--- config.mk ---
export PLATFORM = sky130hd
export DESIGN_NAME = tlv_type_search_extractor_core
export DESIGN_NICKNAME = d
export VERILOG_FILES = /design/src/rtl/core/tlvse_pkg.sv /design/src/rtl/core/tlvse_in_stage.sv /design/src/rtl/core/tlvse_step.sv /design/src/rtl/core/tlvse_out_stage.sv /design/src/rtl/core/tlv_type_search_extractor_core.sv
export SDC_FILE = /design/constraint.sdc
export NUM_CORES = 1
export LEC_CHECK = 0
export BUFFER_PORTS_ARGS = -buffer_cell sky130_fd_sc_hd__buf_4
export CORE_ASPECT_RATIO = 0.9
export CORE_MARGIN = 3
export CORE_UTILIZATION = 59
export CTS_CLUSTER_DIAMETER = 50
export DETAILED_ROUTE_END_ITERATION = 8
export GPL_ROUTABILITY_DRIVEN = 0
export PLACE_DENSITY = 0.82
export SLEW_MARGIN = 20
export SYNTH_ARGS = -nofsm -noshare
export SYNTH_HDL_FRONTEND = slang
export SYNTH_SLANG_ARGS = --single-unit
--- constraint.sdc ---
create_clock -name aclk -period 10 [get_ports aclk]
set_clock_uncertainty 0.05 [all_clocks]
set_input_delay 0.5 -clock aclk [delete_from_list [all_inputs] [get_ports aclk]]
set_output_delay 0.5 -clock aclk [all_outputs]
set_load 0.05 [all_outputs]
--- src/rtl/core/tlvse_pkg.sv ---
// Shared types and constants for the TLV type search extractor.
// No dependencies; imported by every module under rtl/core.
`default_nettype none

package tlvse_pkg;

    localparam int MAX_PAYLOAD_DEF = 1024;

    localparam int DATA_W    = 8;
    localparam int PLEN_W    = 11;
    localparam int TYPE_W    = 16;
    localparam int VLEN_W    = 16;
    localparam int S_TDATA_W = 40;  // 8 + 11 + 16 = 35, padded to bytes
    localparam int M_TDATA_W = 24;  // 8 + 16
    localparam int KIND_W    = 2;

    typedef enum logic [2:0] {
        PH_IDLE    = 3'd0,
        PH_TYPE_HI = 3'd1,
        PH_TYPE_LO = 3'd2,
        PH_LEN_HI  = 3'd3,
        PH_LEN_LO  = 3'd4,
        PH_SKIP    = 3'd5,
        PH_VALUE   = 3'd6,
        PH_DONE    = 3'd7
    } phase_t;

    typedef enum logic [KIND_W-1:0] {
        KIND_VALUE     = 2'd0,
        KIND_FOUND     = 2'd1,
        KIND_NOT_FOUND = 2'd2,
        KIND_MALFORMED = 2'd3
    } kind_t;

    typedef struct packed {
        logic [DATA_W-1:0] data_byte;
        logic              is_first;
        logic [PLEN_W-1:0] payload_length;
        logic [TYPE_W-1:0] search_type;
    } item_t;

    typedef struct packed {
        kind_t             kind;
        logic [DATA_W-1:0] value_byte;
        logic [VLEN_W-1:0] value_length;
        logic              last;
    } result_t;

endpackage

`default_nettype wire

--- src/rtl/core/tlvse_in_stage.sv ---
// Input register stage: holds one accepted payload byte for the parser.
// Depends on tlvse_pkg.
`default_nettype none

module tlvse_in_stage (
    input  wire logic           aclk,
    input  wire logic           aresetn,
    input  wire logic           in_valid,
    output logic                in_ready,
    input  wire tlvse_pkg::item_t in_item,
    input  wire logic           take,
    output logic                item_valid,
    output tlvse_pkg::item_t    item
);
    import tlvse_pkg::*;

    logic  valid_reg;
    logic  valid_next;
    item_t item_reg;

    assign in_ready   = !valid_reg || take;
    assign valid_next = in_ready ? in_valid : valid_reg;

    always_ff @(posedge aclk) begin
        if (!aresetn) begin
            valid_reg <= 1'b0;
        end else begin
            valid_reg <= valid_next;
        end
    end

    always_ff @(posedge aclk) begin
        if (in_valid && in_ready) begin
            item_reg <= in_item;
        end
    end

    assign item_valid = valid_reg;
    assign item       = item_reg;

endmodule

`default_nettype wire

--- src/rtl/core/tlvse_step.sv ---
// Record parser: search state registers and the per-byte update logic.
// Depends on tlvse_pkg.
`default_nettype none

module tlvse_step #(
    parameter int MAX_PAYLOAD = tlvse_pkg::MAX_PAYLOAD_DEF
) (
    input  wire logic           aclk,
    input  wire logic           aresetn,
    input  wire logic           fire,
    input  wire tlvse_pkg::item_t item,
    output logic                emit,
    output tlvse_pkg::result_t  res
);
    import tlvse_pkg::*;

    phase_t              phase_reg, phase_next;
    logic [PLEN_W-1:0]   bytes_left_reg, bytes_left_next;
    logic [TYPE_W-1:0]   wanted_type_reg, wanted_type_next;
    logic [TYPE_W-1:0]   record_type_reg, record_type_next;
    logic [VLEN_W-1:0]   record_length_reg, record_length_next;
    logic [VLEN_W-1:0]   value_left_reg, value_left_next;

    phase_t              eff_phase;
    logic [PLEN_W-1:0]   n_clamped;
    logic [PLEN_W-1:0]   eff_left;
    logic [PLEN_W-1:0]   left_dec;
    logic [TYPE_W-1:0]   eff_want;
    logic [TYPE_W-1:0]   cur_type;
    logic [VLEN_W-1:0]   cur_len;
    logic [VLEN_W-1:0]   vl_dec;
    logic                zero_len_start;
    logic                short_hdr;
    logic                len_bad;
    logic                type_hit;

    // A first byte reloads the search context before it is parsed.
    always_comb begin
        if ({6'd0, item.payload_length} > 17'(MAX_PAYLOAD)) begin
            n_clamped = PLEN_W'(MAX_PAYLOAD);
        end else begin
            n_clamped = item.payload_length;
        end
    end

    assign eff_phase      = item.is_first ? PH_TYPE_HI : phase_reg;
    assign eff_left       = item.is_first ? n_clamped : bytes_left_reg;
    assign eff_want       = item.is_first ? item.search_type : wanted_type_reg;
    assign zero_len_start = item.is_first && (n_clamped == '0);
    assign left_dec       = (eff_left != '0) ? eff_left - PLEN_W'(1) : eff_left;
    assign vl_dec         = (value_left_reg != '0) ? value_left_reg - VLEN_W'(1)
                                                   : value_left_reg;
    assign short_hdr      = eff_left < PLEN_W'(4);
    assign cur_type       = {record_type_reg[TYPE_W-1:8], item.data_byte};
    assign cur_len        = {record_length_reg[VLEN_W-1:8], item.data_byte};
    assign len_bad        = cur_len > {5'd0, left_dec};
    assign type_hit       = record_type_reg == eff_want;

    // Next-state logic.
    always_comb begin
        phase_next         = eff_phase;
        bytes_left_next    = left_dec;
        wanted_type_next   = eff_want;
        record_type_next   = record_type_reg;
        record_length_next = record_length_reg;
        value_left_next    = value_left_reg;
        if (zero_len_start) begin
            phase_next = PH_DONE;
        end else begin
            case (eff_phase)
                PH_TYPE_HI: begin
                    if (short_hdr) begin
                        phase_next = PH_DONE;
                    end else begin
                        phase_next       = PH_TYPE_LO;
                        record_type_next = {item.data_byte, 8'd0};
                    end
                end
                PH_TYPE_LO: begin
                    phase_next       = PH_LEN_HI;
                    record_type_next = cur_type;
                end
                PH_LEN_HI: begin
                    phase_next         = PH_LEN_LO;
                    record_length_next = {item.data_byte, 8'd0};
                end
                PH_LEN_LO: begin
                    record_length_next = cur_len;
                    value_left_next    = cur_len;
                    if (len_bad) begin
                        phase_next = PH_DONE;
                    end else if (type_hit) begin
                        phase_next = (cur_len == '0) ? PH_DONE : PH_VALUE;
                    end else if (cur_len == '0) begin
                        phase_next = (left_dec == '0) ? PH_DONE : PH_TYPE_HI;
                    end else begin
                        phase_next = PH_SKIP;
                    end
                end
                PH_SKIP: begin
                    value_left_next = vl_dec;
                    if (vl_dec == '0) begin
                        phase_next = (left_dec == '0) ? PH_DONE : PH_TYPE_HI;
                    end
                end
                PH_VALUE: begin
                    value_left_next = vl_dec;
                    if (vl_dec == '0) begin
                        phase_next = PH_DONE;
                    end
                end
                default: begin
                    phase_next = eff_phase;
                end
            endcase
        end
    end

    // Result logic.
    always_comb begin
        emit = 1'b0;
        res  = '{kind: KIND_VALUE, value_byte: '0, value_length: '0, last: 1'b0};
        if (zero_len_start) begin
            emit     = 1'b1;
            res.kind = KIND_NOT_FOUND;
            res.last = 1'b1;
        end else begin
            case (eff_phase)
                PH_TYPE_HI: begin
                    if (short_hdr) begin
                        emit     = 1'b1;
                        res.kind = KIND_MALFORMED;
                        res.last = 1'b1;
                    end
                end
                PH_LEN_LO: begin
                    if (len_bad) begin
                        emit     = 1'b1;
                        res.kind = KIND_MALFORMED;
                        res.last = 1'b1;
                    end else if (type_hit) begin
                        emit             = 1'b1;
                        res.kind         = KIND_FOUND;
                        res.value_length = cur_len;
                        res.last         = cur_len == '0;
                    end else if (cur_len == '0 && left_dec == '0) begin
                        emit     = 1'b1;
                        res.kind = KIND_NOT_FOUND;
                        res.last = 1'b1;
                    end
                end
                PH_SKIP: begin
                    if (vl_dec == '0 && left_dec == '0) begin
                        emit     = 1'b1;
                        res.kind = KIND_NOT_FOUND;
                        res.last = 1'b1;
                    end
                end
                PH_VALUE: begin
                    emit           = 1'b1;
                    res.kind       = KIND_VALUE;
                    res.value_byte = item.data_byte;
                    res.last       = vl_dec == '0;
                end
                default: begin
                    emit = 1'b0;
                end
            endcase
        end
    end

    always_ff @(posedge aclk) begin
        if (!aresetn) begin
            phase_reg         <= PH_IDLE;
            bytes_left_reg    <= '0;
            wanted_type_reg   <= '0;
            record_type_reg   <= '0;
            record_length_reg <= '0;
            value_left_reg    <= '0;
        end else if (fire) begin
            phase_reg         <= phase_next;
            bytes_left_reg    <= bytes_left_next;
            wanted_type_reg   <= wanted_type_next;
            record_type_reg   <= record_type_next;
            record_length_reg <= record_length_next;
            value_left_reg    <= value_left_next;
        end
    end

endmodule

`default_nettype wire

--- src/rtl/core/tlvse_out_stage.sv ---
// Output register stage: holds one result transaction until the sink takes it.
// Depends on tlvse_pkg.
`default_nettype none

module tlvse_out_stage (
    input  wire logic           aclk,
    input  wire logic           aresetn,
    input  wire logic           load,
    input  wire tlvse_pkg::result_t load_res,
    output logic                space,
    output logic                out_valid,
    input  wire logic           out_ready,
    output tlvse_pkg::result_t  out_res
);
    import tlvse_pkg::*;

    logic    valid_reg;
    logic    valid_next;
    result_t res_reg;

    assign space      = !valid_reg || out_ready;
    assign valid_next = space ? load : valid_reg;

    always_ff @(posedge aclk) begin
        if (!aresetn) begin
            valid_reg <= 1'b0;
        end else begin
            valid_reg <= valid_next;
        end
    end

    always_ff @(posedge aclk) begin
        if (load && space) begin
            res_reg <= load_res;
        end
    end

    assign out_valid = valid_reg;
    assign out_res   = res_reg;

endmodule

`default_nettype wire

--- src/rtl/core/tlv_type_search_extractor_core.sv ---
// Top level of the TLV type search extractor: input stage, parser, output stage.
// Depends on tlvse_pkg, tlvse_in_stage, tlvse_step, tlvse_out_stage.
//
//  Channel | Direction | Ports                          | Carries
//  --------+-----------+--------------------------------+------------------------------
//  s_      | in        | s_tvalid s_tready s_tdata s_tuser | payload bytes, search setup
//  m_      | out       | m_tvalid m_tready m_tdata m_tuser m_tlast | found/value/status
//
// One byte per cycle while m_ is not stalled: each accepted byte is held in the input
// register, parsed by the record logic and registered in the output register, whose
// valid flag drives m_tvalid. With m_ flowing, a transaction can be accepted every
// cycle; a stalled m_ side holds the parser and then the input register, which, if
// empty, still takes one more transaction before s_tready drops. Reset (aresetn low,
// synchronous) clears both valid flags and returns the parser to idle; bytes before
// a first-marked byte are dropped without a result.
`default_nettype none

module tlv_type_search_extractor_core #(
    parameter int MAX_PAYLOAD = tlvse_pkg::MAX_PAYLOAD_DEF
) (
    input  wire logic                              aclk,
    input  wire logic                              aresetn,
    input  wire logic                              s_tvalid,
    output logic                                   s_tready,
    // [7:0] data_byte, [18:8] payload_length, [34:19] search_type, [39:35] zero
    input  wire logic [tlvse_pkg::S_TDATA_W-1:0]   s_tdata,
    // [0] is_first
    input  wire logic                              s_tuser,
    output logic                                   m_tvalid,
    input  wire logic                              m_tready,
    // [7:0] value_byte, [23:8] value_length
    output logic [tlvse_pkg::M_TDATA_W-1:0]        m_tdata,
    // [1:0] kind
    output logic [tlvse_pkg::KIND_W-1:0]           m_tuser,
    output logic                                   m_tlast
);
    import tlvse_pkg::*;

    item_t   s_item;
    item_t   cur_item;
    logic    cur_valid;
    logic    fire;
    logic    emit;
    logic    space;
    result_t step_res;
    result_t m_res;

    // Unpack the slave transaction; the pad bits above search_type are ignored.
    assign s_item.data_byte      = s_tdata[7:0];
    assign s_item.payload_length = s_tdata[18:8];
    assign s_item.search_type    = s_tdata[34:19];
    assign s_item.is_first       = s_tuser;

    // Advance the parser only when the held byte has somewhere to put its result.
    assign fire = cur_valid && space;

    tlvse_in_stage u_in (
        .aclk       (aclk),
        .aresetn    (aresetn),
        .in_valid   (s_tvalid),
        .in_ready   (s_tready),
        .in_item    (s_item),
        .take       (fire),
        .item_valid (cur_valid),
        .item       (cur_item)
    );

    tlvse_step #(
        .MAX_PAYLOAD (MAX_PAYLOAD)
    ) u_step (
        .aclk    (aclk),
        .aresetn (aresetn),
        .fire    (fire),
        .item    (cur_item),
        .emit    (emit),
        .res     (step_res)
    );

    tlvse_out_stage u_out (
        .aclk      (aclk),
        .aresetn   (aresetn),
        .load      (fire && emit),
        .load_res  (step_res),
        .space     (space),
        .out_valid (m_tvalid),
        .out_ready (m_tready),
        .out_res   (m_res)
    );

    // Pack the master transaction.
    assign m_tdata = {m_res.value_length, m_res.value_byte};
    assign m_tuser = m_res.kind;
    assign m_tlast = m_res.last;

endmodule

`default_nettype wire
[Word level (Yosys, flattened, before mapping)]
Cells that the tools add are included.
Word-level totals
  register bits: 135
Cells by class
  multiplexer cells: 36
  add/sub/neg operators: 2
  bitwise logic cells: 6
  order comparisons: 3
  reduce and logical (&&, ||, !) cells: 26
  equality and inequality tests: 8
Operator list (number)
  16-bit one-hot mux with 2 select lines: 3
  16-bit 2-to-1 mux: 3
  11-bit 2-to-1 mux: 3
  16-bit logical NOT: 2
  3-bit 2-to-1 mux: 9
  11-bit logical NOT: 2
  3-bit one-hot mux with 6 select lines: 1
  16-bit equality test: 1
  16-bit by 11-bit greater-than comparator with 1-bit output: 1
  16-bit nonzero test: 1
  16-bit by 1-bit subtractor with 16-bit output (second input constant): 1
  11-bit greater-than comparator (second input constant): 1
  11-bit by 3-bit < comparator with 1-bit output (second input constant): 1
  11-bit nonzero test: 1
  11-bit by 1-bit subtractor with 11-bit output (second input constant): 1
  2-bit 2-to-1 mux: 5
  3-bit equality test (second input constant): 3
  1-bit 2-to-1 mux: 9
  1-bit one-hot mux with 4 select lines: 2
  4-bit AND reduction: 2
  1-bit logical AND: 7
  3-bit by 2-bit equality test with 1-bit output (second input constant): 2
  1-bit inverter: 6
  2-bit one-hot mux with 3 select lines: 1
  other kinds (9): 13

[Longest topological paths before layout]
Gate-level depths: netlist of the first run.
  depth after elaboration: 14
  mapped depth: 18

[Cells and area by module]
A second synthesis of the first run with hierarchy kept.
Unflattened totals
  cells, all modules: 770
  area total of the unflattened synthesis: 7058.0 um2
Modules (own cells, without submodules)
  tlvse_step: times used 1, cells an instance 695, area each 5038.6 um2
  tlvse_in_stage: times used 1, cells an instance 41, area each 1138.6 um2
  tlvse_out_stage: times used 1, cells an instance 32, area each 868.3 um2
  tlv_type_search_extractor_core: times used 1, cells an instance 2, area each 12.5 um2

[Worst setup path before layout of the first run]
Ideal clock, no wire load.
  kind: register to register
  start point: reg u_in.item_reg, in the netlist u_in.item[27]
  end point: reg u_out.res_reg, in the netlist u_out.out_res[0], enable pin
  clock period less this slack: 5.156 ns
  setup slack: 4.844 ns
  arrival time: 4.685 ns
  cell stages (with the launch flop): 19
  data required time: 9.530 ns
  buffers on the path: 2
  cell sequence: edfxtp_1 > buf_2 > inv_1 > clkbuf_1 > a22oi_1 > ha_1 > o211ai_1 > nor4_1 > and3b_1 > or2_2 > ha_1 > o21ai_0 > nand2b_1 > a21oi_1 > nor2_1 > o2bb2ai_1 > nor2_1 > nor2_1 > a21oi_1
On the way
  word-level cells in the longest chain between the ends: 12
  elaborated cells between the ends (all ways): 26
Ends and longest elaborated chain
  start: declaration: line tlvse_in_stage.sv:19  | item_t item_reg;
  start signal: assignment: line tlvse_in_stage.sv:34  | item_reg <= in_item;
  parallel branches: the longest is 9 deep, another holds 16-bit by 11-bit greater-than comparator with 1-bit output
  1-bit 2-to-1 mux *: line tlvse_step.sv:123  | if (zero_len_start) begin
  1-bit logical AND *: line tlv_type_search_extractor_core.sv:82  | .load (fire && emit),
  1-bit logical AND *: line tlvse_out_stage.sv:33  | if (load && space) begin
  end signal: assignment: line tlvse_out_stage.sv:34  | res_reg <= load_res;
  end: declaration: line tlvse_out_stage.sv:19  | result_t res_reg;
Every way passes the cells marked *.
A chain may end at the register's enable or synchronous reset.

[Worst setup path after layout of the first run]
  start point: reg u_in.item_reg, in the netlist u_in.item[27]
  end point: reg u_out.res_reg, in the netlist u_out.out_res[12], enable pin
The elaborated chain is that of the path after synthesis.

==> results of run 1 <==
[path summary, 6_finish.rpt]
| kind | start | to | slack (ps) |
|---|---|---|---|
| setup reg to reg | u_in.item[27] | u_out.out_res[12] | 3950 |
| setup / recovery | u_in.item[27] | u_out.out_res[12] | 3950 |
| hold reg to reg | u_step.wanted_type_reg[1] | u_step.wanted_type_reg[1] | 410 |
| hold / removal | s_tdata[34] | u_in.item[15] | 200 |
[cell type report]
cell class	count	area (µm²)	area share
clock buffers	20	467.9	0.05645
clock inverters	12	126.4	0.01525
inverters	11	41.29	0.004981
multi-input cells	556	3585	0.4325
flip-flops and latches	135	3333	0.4021
well taps	156	195.2	0.02355
repair buffers	72	540.5	0.06521
[cells by family after synthesis]
group                      synth area share
DFF                                  0.4688
and+or+nand+nor                      0.2400
AOI/OAI and AO/OA                    0.1732
buffers and inverters               0.03009
adders and majority gates           0.02464
xor gates and xnor gates            0.02464
muxes                               0.03818
other                             0.0005274
[power by group]
part | switching [mW] | internal, mW
registers | 0.0215 | 0.598
clock network | 0.251 | 0.372
logic | 0.113 | 0.0766
total | 0.385 | 1.05
[critical path, cell delays in order (launching register included)]
cell       delay (ps)
edfxtp_1          320
buf_4             550
inv_1             440
a22oi_1           530
ha_1              330
o211ai_1          200
nor4_1            460
and3b_1           250
or2_2             290
ha_1              290
o21ai_0           190
nand2b_1           80
a21oi_1           150
nor2_1             60
o2bb2ai_1         670
nor2_1            150
nor2_1            380
a21oi_2            90
buf_4             260
[layer usage]
layer | up-vias | global-route usage
li1 | 2848 | -
met1 | 2782 | 0.3384
met2 | 324 | 0.4162
met3 | 52 | 0.08061
met4 | 0 | 0.1152
met5 | - | 0
[layout by cell type, fill, tap and decap left out, types with 7 or more instances in the layout]
cell type | netlist | routed
nand2_1 | 73 | 73
buf_4 | 0 | 72
dfxtp_1 | 72 | 72
edfxtp_1 | 63 | 63
nor2_1 | 48 | 47
o21ai_0 | 45 | 45
nand3_1 | 33 | 33
nor2b_1 | 31 | 31
a21boi_0 | 27 | 27
mux2i_1 | 26 | 26
a21oi_1 | 27 | 26
nor3_1 | 22 | 22
and3_1 | 21 | 21
xnor2_1 | 18 | 18
clkbuf_16 | 0 | 18
nor4_1 | 15 | 15
and2_1 | 14 | 14
ha_1 | 14 | 14
a22oi_1 | 13 | 13
inv_1 | 11 | 11
nand4_1 | 10 | 10
or3_1 | 7 | 7
inv_6 | 0 | 7
==> results.md, run 1 <==
* Status: completed
* NumNets Final at 852
* P per Cell Area at about 170 nW/µm²
* Worst hold slack at 196.5 ps
* Congestion Overflow GR at 0
* Dpl hpwl at 11,630 µm
* Finished Core Util at 0.7134
* CP Launch Type: flop
* Synthesized area at 7111 µm²
* Total Power at ~1.4 mW
* Area fraction of the dominant cell type after synthesis at 0.2661
* Distinct cell type count after synthesis at 76
* Synth top cells by count: nand2_1 (73), dfxtp_1 (72), edfxtp_1 (63)
* Post-synth EDFFs at 63
* # hold bufs at CTS at 0
* Initial Utilization at 0.6119
* Wirelength per Cell at 17.87 µm
* FP Rows at 37
* Met2 WL at 7995 µm
* Final WS setup at 3952 ps
* Post-CTS Setup Inserts at 0
* Hold Path Class: primary input to flop
* Reg2reg path depth at 18
* I/O pins at 74
* H-tree levels at 4
* Pin count of the biggest net entering global routing at 73
* Initial antenna violation count at 0
* Detailed Route Iter0 Violations at 670
* Final Hold Fails at 0
* Max_cap viols at 0
* CTS resizes at 0
* Met3 wire length at 1623 µm
* DRC at 0
* Post-DRT Antenna Nets at 0
* Final worst-path cycle share at 0.6048
* Post-synth ARST share at 0
* Area Overhead vs Synth at 16.58%
* Layout cells sized above 1 at 0.1638
* Fill cells at 854
* Port bufs at 68
* Via count at 6,006
* Met1 wire length at 7126 µm
* CTS Buffer Depth at 2
* Seq/Total Area, Yosys at 0.4688
* Placed Cells at 930
* Worst VDD drop at 0.0001558 V
* Root buf cell: clkbuf_16
* Cells taking the most area after synthesis: edfxtp_1 (27%), dfxtp_1 (20%), nand2_1 (3.9%)
* Reg clk slew, reported paths at 60 ps
* First-pass GRT wire length at 27,520 µm
* Crit-path max FO at 57
* Uppermost layer routed: met4
* Die Wd at 121.7 µm
* Via/cell ratio at 6.243
* Post-synthesis register bit count at approximately 140
* Crit path kind: flop to flop
* Vias in the first global route at 5,580
* Skew-Pair Late Insertion Delay at 430 ps
* CP Data Required Time at 10,100 ps
* Placed Area at between 7000 and 8000 µm²
* TritonCTS clock tree: done
* Drt pass-1 iters at 5
* Die height at about 110 µm
* Die area at 13,410 µm²
* Design area at 8289 µm²
* Diodes inserted at 0
* RSZ-0062 raised after global routing: no
* WL final at 17,190 µm
* Syn_area_per_cell at 9.596 µm²
* Setup_tns at 0 ps
* Synth Instances at 741
* Setup violators final at 0
* Post-Layout Cell Count at 962
* Leak at 3.110 nW
* Worst slack, placed at 4145 ps
* Placeable Area at 11,620 µm²
* Highest Clock Rate at 165.3 MHz
* Worst-margin pin slew at 865.4 ps
* Slew headroom at 0.4186
* Clock buffer count from CTS at 17
* Sink Count at 135
* Overall routing resource usage at 0.2639
* Pins over their slew limit at 0
* Top FF cell, synth: dfxtp_1
* Most frequent cell after synthesis: nand2_1
* Area leader, netlist: edfxtp_1
* Max reg flops at 36
* Hold Path Stages at 1
* Post-layout min period at ~6000 ps
* Synth warnings at 0
* Arrival time at the worst endpoint at 6150 ps
* Crit. End Element: flop
No activity file was read; power rests on OpenSTA's default activity.
==> run 2, diff against run 1 <==
--- a/config.mk
+++ b/config.mk
@@ -5,14 +5,15 @@
 export SDC_FILE = /design/constraint.sdc
 export NUM_CORES = 1
 export LEC_CHECK = 0
+export ABC_AREA = 1
 export BUFFER_PORTS_ARGS = -buffer_cell sky130_fd_sc_hd__buf_4
 export CORE_ASPECT_RATIO = 0.9
 export CORE_MARGIN = 3
-export CORE_UTILIZATION = 59
+export CORE_UTILIZATION = 53
 export CTS_CLUSTER_DIAMETER = 50
 export DETAILED_ROUTE_END_ITERATION = 8
 export GPL_ROUTABILITY_DRIVEN = 0
-export PLACE_DENSITY = 0.82
+export PLACE_DENSITY = 0.78
 export SLEW_MARGIN = 20
 export SYNTH_ARGS = -nofsm -noshare
 export SYNTH_HDL_FRONTEND = slang
==> constraint.sdc (replaced) <==
create_clock -name aclk -period 5.35 [get_ports aclk]
set_clock_uncertainty 0.05 [all_clocks]
set_input_delay 0.2675 -clock aclk [delete_from_list [all_inputs] [get_ports aclk]]
set_output_delay 0.2675 -clock aclk [all_outputs]
set_load 0.05 [all_outputs]
==> run 2 against run 1 <==
Compared with the run above:
- non-clock buffer count rose by 38
- total power rose by 95%
- synthesized cell count rose by 13%
- largest cell class is now registers
==> results.md, run 2 <==
* Via/cell ratio at 5.543 (was 6.243)
* Synthesized area at 6928 µm² (was 7111 µm²)
* Post-synthesis register bit count at 135 (unchanged)
* Final Hold Fails at 0 (unchanged)
* Placeable Area at 12,410 µm² (was 11,620 µm²)
* Delay-heaviest family, CP: compound AO/OA/AOI/OAI gates (unchanged)
* Top FF cell, synth: dfxtp_1 (unchanged)
* Seq/Total Area, Yosys at 0.4811 (was 0.4688)
* Skew-Pair Late Insertion Delay at 430 ps (about the same)
* Pin count of the biggest net entering global routing at 39 (was 73)
* Sink Count at 135 (unchanged)
* Setup_tns at 0 ps (unchanged)
* Total Power at 2.786 mW (was 1.432 mW)
* CP Buf/Inv Count at 4 (was 3)
* Arrival time at the worst endpoint at 4800 ps (was 6150 ps)
* H-tree levels at 4 (unchanged)
* Crit-path max FO at 27 (was 57)
* P per Cell Area at 327.3 nW/µm² (was 172.8 nW/µm²)
* Syn_area_per_cell at 8.257 µm² (was 9.596 µm²)
* CP Data Required Time at 5310 ps (was 10,100 ps)
* Leak at 3.750 nW (was 3.110 nW)
* Max reg flops at 36 (unchanged)
* Area fraction of the dominant cell type after synthesis at 0.2731 (was 0.2661)
* Layout cells sized above 1 at 0.1485 (was 0.1638)
* Fill cells at 968 (was 854)
* Synth warnings at 0 (unchanged)
* Post-synth EDFFs at 63 (unchanged)
* WL final at 17,290 µm (was 17,190 µm)
* Worst hold slack at 86.13 ps (was 196.5 ps)
* Via count at 6,191 (was 6,006)
* Status: completed (unchanged)
* R2R Setup Slk at 500 ps (was 3950 ps)
* Max_cap viols at 0 (unchanged)
* Die area at 14,480 µm² (was 13,410 µm²)
* Worst-margin pin slew at 1065 ps (was 865.4 ps)
* Pins over their slew limit at 0 (unchanged)
* Die Wd at 126.5 µm (was 121.7 µm)
* Worst VDD drop at 0.0002562 V (was 0.0001558 V)
* Post-Layout Cell Count at 1,117 (was 962)
* Area leader, netlist: edfxtp_1 (unchanged)
* CTS Buffer Depth at 2 (unchanged)
* Synth Instances at 839 (was 741)
* Root buf cell: clkbuf_16 (unchanged)
* Vias in the first global route at 5,884 (was 5,580)
* FP Rows at 38 (was 37)
* Commonest cells after routing, fill and taps aside: nand2_1 (180), nor2_1 (92), inv_1 (84), buf_4 (74), dfxtp_1 (72) (was nand2_1 (73), buf_4 (72), dfxtp_1 (72), edfxtp_1 (63), nor2_1 (47))
* Die height at 114.5 µm (was 110.1 µm)
* Detailed Route Iter0 Violations at 686 (was 670)
* TritonCTS clock tree: done (unchanged)
* Reg clk slew, reported paths at 60 ps (about the same)
* Slew headroom at 0.2854 (was 0.4186)
* CP Launch Type: flop (unchanged)
* Initial Utilization at 0.5583 (was 0.6119)
* CP most frequent cell: nand2_1 (was nor2_1)
* I/O pins at 74 (unchanged)
* Highest Clock Rate at 206.4 MHz (was 165.3 MHz)
* First-pass GRT wire length at 28,460 µm (was 27,520 µm)
* DRC at 0 (unchanged)
* NumNets Final at 1,002 (was 852)
* Port bufs at 68 (unchanged)
* Final worst-path cycle share at 0.9058 (was 0.6048)
* Levels on crit path at 21 (was 18)
* Post-synth ARST share at 0 (unchanged)
* Setup violators final at 0 (unchanged)
* Hold Path Stages at 3 (was 1)
* Congestion Overflow GR at 0 (unchanged)
* Cells taking the most area after synthesis: edfxtp_1 (27%), dfxtp_1 (21%), nand2_1 (9.8%) (was edfxtp_1 (27%), dfxtp_1 (20%), nand2_1 (3.9%))
* CP max stage delay at 540 ps (was 670 ps)
* Crit. End Element: flop (unchanged)
* CP cell instances: nor2_1 -> nand3_1 -> o21bai_2 -> nand2_1 -> nand2_1 -> inv_1 -> ha_1 -> inv_1 -> nor3_1 -> nand3_1 -> nand3_2 -> ha_1 -> a21o_1 -> a2111oi_0 -> nand2_1 -> nand2_1 -> inv_1 -> a21oi_1 -> nand2_1 -> o21ai_1 -> inv_1 (was buf_4 -> inv_1 -> a22oi_1 -> ha_1 -> o211ai_1 -> nor4_1 -> and3b_1 -> or2_2 -> ha_1 -> o21ai_0 -> nand2b_1 -> a21oi_1 -> nor2_1 -> o2bb2ai_1 -> nor2_1 -> nor2_1 -> a21oi_2 -> buf_4)
* RSZ-0062 raised after global routing: no (unchanged)
* Wirelength per Cell at 15.47 µm (was 17.87 µm)
* CTS resizes at 0 (unchanged)
* Most common cell after layout, fill and taps aside: nand2_1 (unchanged)
* Dpl hpwl at 11,770 µm (was 11,630 µm)
* Synth top cells by count: nand2_1 (180), nor2_1 (92), inv_1 (84) (was nand2_1 (73), dfxtp_1 (72), edfxtp_1 (63))
* Crit path kind: flop to flop (unchanged)
* Post-DRT Antenna Nets at 0 (unchanged)
* Area Overhead vs Synth at 22.86% (was 16.58%)
* Slowest CP cell: inv_1 (was o2bb2ai_1)
* Hold Path Class: primary input to flop (unchanged)
* Most frequent cell after synthesis: nand2_1 (unchanged)
* Distinct cell type count after synthesis at 51 (was 76)
* Clock buffer count from CTS at 17 (unchanged)
* Drt pass-1 iters at 5 (unchanged)
* Reg2reg path depth at 21 (was 18)
* Post-layout min period at 4846 ps (was 6048 ps)
* Initial antenna violation count at 0 (unchanged)
* Placed Cells at 1,048 (was 930)
* Overall routing resource usage at 0.2469 (was 0.2639)
-- run 2: changes by cell type after synthesis, moves of 20 or more --
cell,previous run,this run
nand2_1,73,180
inv_1,11,84
a21boi_0,27,1
nor2b_1,31,0
and3_1,21,1
a21oi_1,27,68
nor2_1,48,92
mux2i_1,26,5
-- run 2: through the flow --
stage	cell area, µm²	utilization	worst slack, ps
2_1_floorplan	6943	-	1402
3_3_place_gp	7561	0.6093	656.9
3_5_place_dp	7561	0.6093	554.5
4_1_cts	8509	0.6857	527.9
5_1_grt	8509	0.6857	55.51
6_report	8512	0.6859	503.9
-- run 2: cells by family (layout without fill, tap and decap cells) --
kind of cell,after synthesis,after routing,share of synthesized area
AND/OR/NAND/NOR,369,369,0.2377
AO/OA/AOI/OAI,164,164,0.1394
flip-flops,135,135,0.4811
buffers and inverters,120,233,0.06953
XOR/XNOR,31,31,0.03919
adder cells (fa/ha/maj),14,14,0.02528
multiplexers,5,5,0.007224
other,1,6,0.0005413
-- run 2: worst reg2reg max path, delay by kind of cell, from the launching register on --
| kind | cells | cell delay [ps] |
|---|---|---|
| buffers and inverters | 4 | 780 |
| AOI/OAI and AO/OA | 5 | 1450 |
| adders and majority gates | 2 | 540 |
| and+or+nand+nor | 10 | 1170 |
| DFF | 1 | 450 |
-- run 2: layout make-up --
cell class	count	area, µm²	area share
sequential	135	3333	0.3916
multi-input combinational	588	3128	0.3675
timing repair buffer	110	915.9	0.1076
clock buffer	22	495.5	0.05821
inverter	91	344.1	0.04042
tap	160	200.2	0.02352
clock inverter	10	92.59	0.01088
antenna	1	2.502	0.0002940
-- run 2: where the power goes --
part / leakage (nW) / switching [mW] / internal, mW / total [mW]
Combinational: 2.28 / 0.312 / 0.175 / 0.487
Sequential: 1.18 / 0.0336 / 1.13 / 1.16
Clock: 0.288 / 0.436 / 0.703 / 1.14
-- run 2: path summary, 6_finish.rpt --
kind / from / endpoint
max: u_in.item[22] / u_out.out_res[23]
min reg2reg: u_step.record_type_reg[5] / u_step.record_type_reg[5]
max reg2reg: u_in.item[22] / u_out.out_res[23]
min: s_tvalid / u_in.item_valid
-- run 2: per-layer routing --
layer,global-route usage,share of wire
met5,0,0
met4,0.07934,0.015
met3,0.06810,0.074
met2,0.3780,0.45
met1,0.3418,0.46
-- run 2: what timing repair did --
item | 4_1_cts | 5_1_grt
hold buffers | 36 | 0
hold endpoints to repair | 36 | 0
buffers inserted | 0 | 0
